`src/rtl/fmcd_pkg.sv`:
```
package fmcd_pkg;

   localparam int unsigned FrameLen = 13;
   localparam int unsigned StoreLen = FrameLen - 1;
   localparam int unsigned CountW   = $clog2(FrameLen);

   localparam logic [7:0] SyncByte   = 8'hFF;
   localparam logic [7:0] EndByte    = 8'hEF;
   localparam logic [7:0] CodeOn     = 8'h11;
   localparam logic [7:0] CodeIn     = 8'h10;
   localparam logic [7:0] ReloadInit = 8'd230;
   localparam logic [7:0] DutyInit   = 8'd255;

   typedef enum logic [1:0] {
      OP_BYTE     = 2'd0,
      OP_INT_LIM  = 2'd1,
      OP_EXT_LIM  = 2'd2,
      OP_UNUSED   = 2'd3
   } op_type;

   typedef enum logic [1:0] {
      NOTE_NONE    = 2'd0,
      NOTE_INT_LIM = 2'd1,
      NOTE_EXT_LIM = 2'd2
   } note_type;

   typedef struct packed {
      logic [1:0] op;
      logic [7:0] rx_byte;
   } req_type;

   typedef struct packed {
      logic       frame_done;
      logic       led_on;
      logic       motor_enable;
      logic       motor_dir;
      logic [7:0] step_reload;
      logic [7:0] pwm_duty;
      logic       dac_strobe;
      logic [7:0] dac_high;
      logic [7:0] dac_low;
      logic       adc_request;
      logic [1:0] notify;
   } rsp_type;

endpackage

```
`src/rtl/framed_motor_command_decoder_top.sv`:
```
// channel | direction | handshake              | payload
// req     | in        | req_valid / req_ready  | req  (op, rx_byte)
// rsp     | out       | rsp_valid / rsp_ready  | rsp  (frame_done .. notify)
//
// One request per cycle while req_ready is high; its response is registered in main or skid.
// Decode is a single pass from the request and the held state into the response register.
// A two-entry output register (main plus skid) lets a request be taken while a
// response waits; req_ready drops only when both entries are full.
// Synchronous active-high reset clears the frame count, motor/LED state and
// loads reload 230, duty 255; collected frame bytes are not reset.
module framed_motor_command_decoder_top
   import fmcd_pkg::*;
(
   input  logic    clock,
   input  logic    reset,
   input  logic    req_valid,
   output logic    req_ready,
   input  req_type req,
   output logic    rsp_valid,
   input  logic    rsp_ready,
   output rsp_type rsp
);

   logic [CountW-1:0] count_ff, count_in;
   logic [7:0]        bytes_ff [StoreLen];
   logic              led_ff, led_in;
   logic              en_ff, en_in;
   logic              dir_ff, dir_in;
   logic [7:0]        reload_ff, reload_in;
   logic [7:0]        duty_ff, duty_in;

   logic              wr_en;
   logic              accept;
   rsp_type           res;

   rsp_type           main_ff, skid_ff;
   logic              main_valid_ff, skid_valid_ff;

   assign accept    = req_valid && req_ready;
   assign req_ready = !skid_valid_ff;
   assign rsp_valid = main_valid_ff;
   assign rsp       = main_ff;

   always_comb begin
      logic frame_ok;
      count_in  = count_ff;
      led_in    = led_ff;
      en_in     = en_ff;
      dir_in    = dir_ff;
      reload_in = reload_ff;
      duty_in   = duty_ff;
      wr_en     = 1'b0;
      frame_ok  = 1'b0;
      res       = '0;
      unique case (op_type'(req.op))
         OP_BYTE: begin
            if (count_ff == '0 && req.rx_byte != SyncByte) begin
               count_in = count_ff;
            end else if (count_ff < CountW'(StoreLen)) begin
               wr_en    = 1'b1;
               count_in = count_ff + CountW'(1);
            end else begin
               count_in = '0;
               frame_ok = bytes_ff[0] == SyncByte && bytes_ff[1] == SyncByte &&
                          bytes_ff[11] == EndByte && req.rx_byte == EndByte;
            end
            if (frame_ok) begin
               res.frame_done  = 1'b1;
               res.adc_request = bytes_ff[2] == CodeOn;
               led_in          = bytes_ff[3] == CodeOn;
               res.dac_strobe  = led_in;
               res.dac_high    = led_in ? bytes_ff[9] : 8'd0;
               res.dac_low     = led_in ? bytes_ff[10] : 8'd0;
               en_in           = bytes_ff[4] == CodeOn;
               if (en_in && bytes_ff[5] == CodeOn) begin
                  dir_in = 1'b0;
               end else if (en_in && bytes_ff[5] == CodeIn) begin
                  dir_in = 1'b1;
               end
               reload_in = bytes_ff[6];
               duty_in   = bytes_ff[7];
            end
         end
         OP_INT_LIM: begin
            if (dir_ff) begin
               dir_in     = 1'b0;
               en_in      = 1'b0;
               res.notify = NOTE_INT_LIM;
            end
         end
         OP_EXT_LIM: begin
            if (!dir_ff) begin
               dir_in     = 1'b1;
               en_in      = 1'b0;
               res.notify = NOTE_EXT_LIM;
            end
         end
         default: begin
            count_in = count_ff;
         end
      endcase
      res.led_on       = led_in;
      res.motor_enable = en_in;
      res.motor_dir    = dir_in;
      res.step_reload  = reload_in;
      res.pwm_duty     = duty_in;
   end

   always_ff @(posedge clock) begin
      if (reset) begin
         count_ff  <= '0;
         led_ff    <= 1'b0;
         en_ff     <= 1'b0;
         dir_ff    <= 1'b0;
         reload_ff <= ReloadInit;
         duty_ff   <= DutyInit;
      end else if (accept) begin
         count_ff  <= count_in;
         led_ff    <= led_in;
         en_ff     <= en_in;
         dir_ff    <= dir_in;
         reload_ff <= reload_in;
         duty_ff   <= duty_in;
      end
   end

   always_ff @(posedge clock) begin
      if (accept && wr_en) begin
         bytes_ff[count_ff] <= req.rx_byte;
      end
   end

   always_ff @(posedge clock) begin
      if (reset) begin
         main_valid_ff <= 1'b0;
         skid_valid_ff <= 1'b0;
      end else if (rsp_ready || !main_valid_ff) begin
         main_valid_ff <= skid_valid_ff || accept;
         skid_valid_ff <= 1'b0;
      end else if (accept) begin
         skid_valid_ff <= 1'b1;
      end
   end

   always_ff @(posedge clock) begin
      if (rsp_ready || !main_valid_ff) begin
         main_ff <= skid_valid_ff ? skid_ff : res;
      end else if (accept) begin
         skid_ff <= res;
      end
   end

endmodule

```
`config.mk`:
```
export PLATFORM = sky130hd
export DESIGN_NAME = framed_motor_command_decoder_top
export DESIGN_NICKNAME = d
export VERILOG_FILES = /design/src/rtl/fmcd_pkg.sv /design/src/rtl/framed_motor_command_decoder_top.sv
export SDC_FILE = /design/constraint.sdc
export NUM_CORES = 1
export LEC_CHECK = 0
export ABC_AREA = 1
export BUFFER_PORTS_ARGS = -buffer_cell sky130_fd_sc_hd__buf_4
export CORE_MARGIN = 2
export CORE_UTILIZATION = 54
export CTS_CLUSTER_SIZE = 10
export DETAILED_ROUTE_END_ITERATION = 8
export PLACE_DENSITY = 0.76
export SYNTH_ARGS = -nofsm -noshare
export SYNTH_HDL_FRONTEND = slang
export SYNTH_SLANG_ARGS = --single-unit
```
`constraint.sdc`:
```
create_clock -name clock -period 3.15 [get_ports clock]
set_clock_uncertainty 0.2 [all_clocks]
set_input_delay 0.1575 -clock clock [delete_from_list [all_inputs] [get_ports clock]]
set_output_delay 0.1575 -clock clock [all_outputs]
set_load 0.02 [all_outputs]
```
==> results.md <==
* CTS resizes at 0
* WHS at 0.150 ns
* Post-Syn Nets at 641
* Total Neg Setup Slack at 0 ns
* Die area at 0.0152 mm²
* Routability Congestion at 0.821
* CP required at 3.32 ns
* CTS Root Cell: clkbuf_16
* Depth of the worst hold-timing path at 3
* Max-cap violations at 0
* Pleak at 3.54 nW
* CP max FO at 75
* Synthesized area per cell at 12.4 µm²
* Critical Path AT at 2.87 ns
* FILL cells at 1014
* FFs w/ async S/R, synth at 0%
* Total Power at 5.19 mW
* Biggest area consumer among synthesized cells: edfxtp_1
* Worst-path clk slew at 0.07 ns
* CTS HTree Levels at 4
* #FFs+latches synth at 193
* Top delay family on crit path: buffers and inverters
* Relative slew slack at 43.3%
* Hold Crit Class: in -> reg
* First-pass GRT wire length at 22.4 mm
* Hold_sp: req[8]
* Dpl cells at 850
* Die Y-Extent at 123 µm
* CTS tree: yes
* R2r endpoint: rsp_valid
* Drt wl/cell at 15.7 µm
* Number of global-route vias before repair at 4488
* CP Launch Type: register
* Slew at the pin closest to its max-slew limit at 0.850 ns
* Fmax at 371 MHz
* Synth unique cells at 31
* DR vias/cell at 5.16
* CTS Hold Buffers Added at 12
* Final hold violations at 0
* Post-DRT Antenna Nets at 0
* Switching portion of total power at 20.7%
* Final setup margin at 0.452 ns
* Drt total wl at 14.1 mm
* Crit path capture type: register
* Clk Latency, worst-skew pair at 0.42 ns
* Final setup violation count at 0
* DR DRC count at 0
* Ant. Diodes at 0
* Top-Level Pins at 56
* Global-route usage over all layers at 20.1%
* CTS sink cnt at 193
* Slowest stage cell on the critical path: buf_4
* Post-placement setup slack at 0.661 ns
* Via count at 4614
* EDFF count, synth at 168
* Tmin final at 2.70 ns
* Largest net degree at the start of global routing at 76
* Die Wd at 123 µm
* Area taken by multi-input logic gates at 0.00166 mm²
* Crit-path cells: buf_4 > clkinv_1 > a31oi_1 > dlygate4sd3_1
* Initial core utilization at 55.4%
* Seq/Total Area, Yosys at 72.1%
* DRT iter0 DRCs at 368
* Cell internal pwr at 4.12 mW
* Finished Layout Cells at 894
* Largest cells by area after synthesis: edfxtp_1 66%, dfxtp_1 6.5%, nand2_1 5.4%, inv_1 4.9%, o21ai_1 2.9%
* Buffers on Ports at 55
* DP HPWL at 9.01 mm
* Most frequent cell after synthesis: edfxtp_1
* Initial antenna violation count at 0
* Fin crit share at 85.7%
* FF/Latch Area at 0.00555 mm²
* Hold Path End: skid_ff[0]
* Post-CTS setup buffers at 0
* R2R Setup Slk at 0.45 ns
* Synth Instances at 619
* Seq pwr share at 55.4%
* First-pass DRT Iterations at 4
* Synth-to-layout area growth at 17.3%
* Total core area at 0.0139 mm²
* Num CTS Buffers at 17
* Clk buf depth at 2
* Setup CP Type: reg -> reg
* Top FF cell, synth: edfxtp_1
* Floorplan row count at 43
* VDD IR-drop max at 349 µV
* Commonest cells post-synth: 168 x edfxtp_1, 110 x nand2_1, 101 x inv_1, 44 x o21ai_1, 33 x nor2_1
* Final nets at 723
* Logic pwr share at 5.6%
* RSZ-0062 raised after global routing: no
* Buf/Inv on CP at 3
* Yosys top cell area share at 65.6%
* Mapped Area at 0.00769 mm²
* Pins Over Slew Limit at 0
* R2R Path Start: skid_valid_ff
* GR Overflow Total at 0
* Pwr dens at 575 mW/mm²
* Yosys warns at 0
* Run status: finished, final reports clean
* Switch Pwr at 1.07 mW
* CP max stage delay at 0.63 ns
* Clk pwr share at 39.1%
* R2R cell count at 4
* Share of layout cells above drive strength 1 at 18.3%
cell usage in the layout (no fill, tap or decap), types with 5 or more instances in the layout:
cell type      instances
edfxtp_1             168
nand2_1              110
inv_1                101
buf_4                 70
o21ai_1               44
nor2_1                32
a21oi_1               24
dfxtp_1               24
clkbuf_16             17
o21ai_0               13
nor3_1                12
dlygate4sd3_1         12
nor2_2                11
o31ai_4                9
nand3_1                8
ha_1                   8
o31ai_1                7
nand4_1                5
per-layer routing:
metal	global-route usage, %	vias to the layer above	share of wire (%)
li1	-	2261	-
met3	4.06	23	4.7
met5	0	-	0
met2	34.9	112	52
met4	7.74	0	2.1
met1	24.9	2218	41
through the flow:
stage / cell area [µm²] / util (%)
final: 9020 / 65.0
after global routing: 9020 / 65.0
after floorplan: 7690 / -
after CTS: 9020 / 65.0
after global placement: 8350 / 60.1
after detailed placement: 8350 / 60.1
power by group through the flow:
stage	clock, mW	combinational (mW)	sequential [mW]
5_1_grt	2.17	0.318	2.88
2_1_floorplan	0	0.0972	2.98
4_1_cts	2.06	0.292	2.87
3_3_place_gp	0	0.268	2.93
6_report	2.03	0.289	2.87
3_5_place_dp	0	0.279	2.93
final cells by class:
type / count / share of cell area, %
Sequential cell: 193 / 61.5
Timing Repair Buffer: 82 / 7.15
Inverter: 104 / 4.33
Tap cell: 180 / 2.50
Clock inverter: 11 / 1.28
Clock buffer: 21 / 4.88
Multi-Input combinational cell: 303 / 18.4
kinds of logic after synthesis:
| group | count (synthesis) | synth area share, % |
|---|---|---|
| flops | 193 | 72.1 |
| compound gates | 104 | 9.13 |
| simple gates | 191 | 11.1 |
| buf+inv | 123 | 6.41 |
| fa+ha+maj | 8 | 1.30 |
state kept, by name, indices dropped and copies added (netlist names):
name	count
dir_ff	1
rsp	40
duty_ff	8
reload_ff	8
led_ff	1
rsp_valid	1
skid_valid_ff	1
bytes_ff	88
count_ff	4
en_ff	1
skid_ff	40
worst register-to-register path: stages (launching register included):
cell and delay, ns:
dfxtp_2 0.34, buf_4 0.63, clkinv_1 0.63, a31oi_1 0.28
dlygate4sd3_1 0.57
worst max path at each step:
stage                       start  cells past startpoint  slack [ns]        endpoint
global route        skid_valid_ff                      4        0.27       rsp_valid
CTS                 skid_valid_ff                      3        0.43       req_ready
detailed placement         req[1]                      9        0.66          rsp[9]
finish              skid_valid_ff                      4        0.45       rsp_valid
global placement      count_ff[0]                      6        0.85  bytes_ff[4][7]
floorplan               rsp_valid                      4        0.22      skid_ff[0]
(Power assumes the default switching activity.)
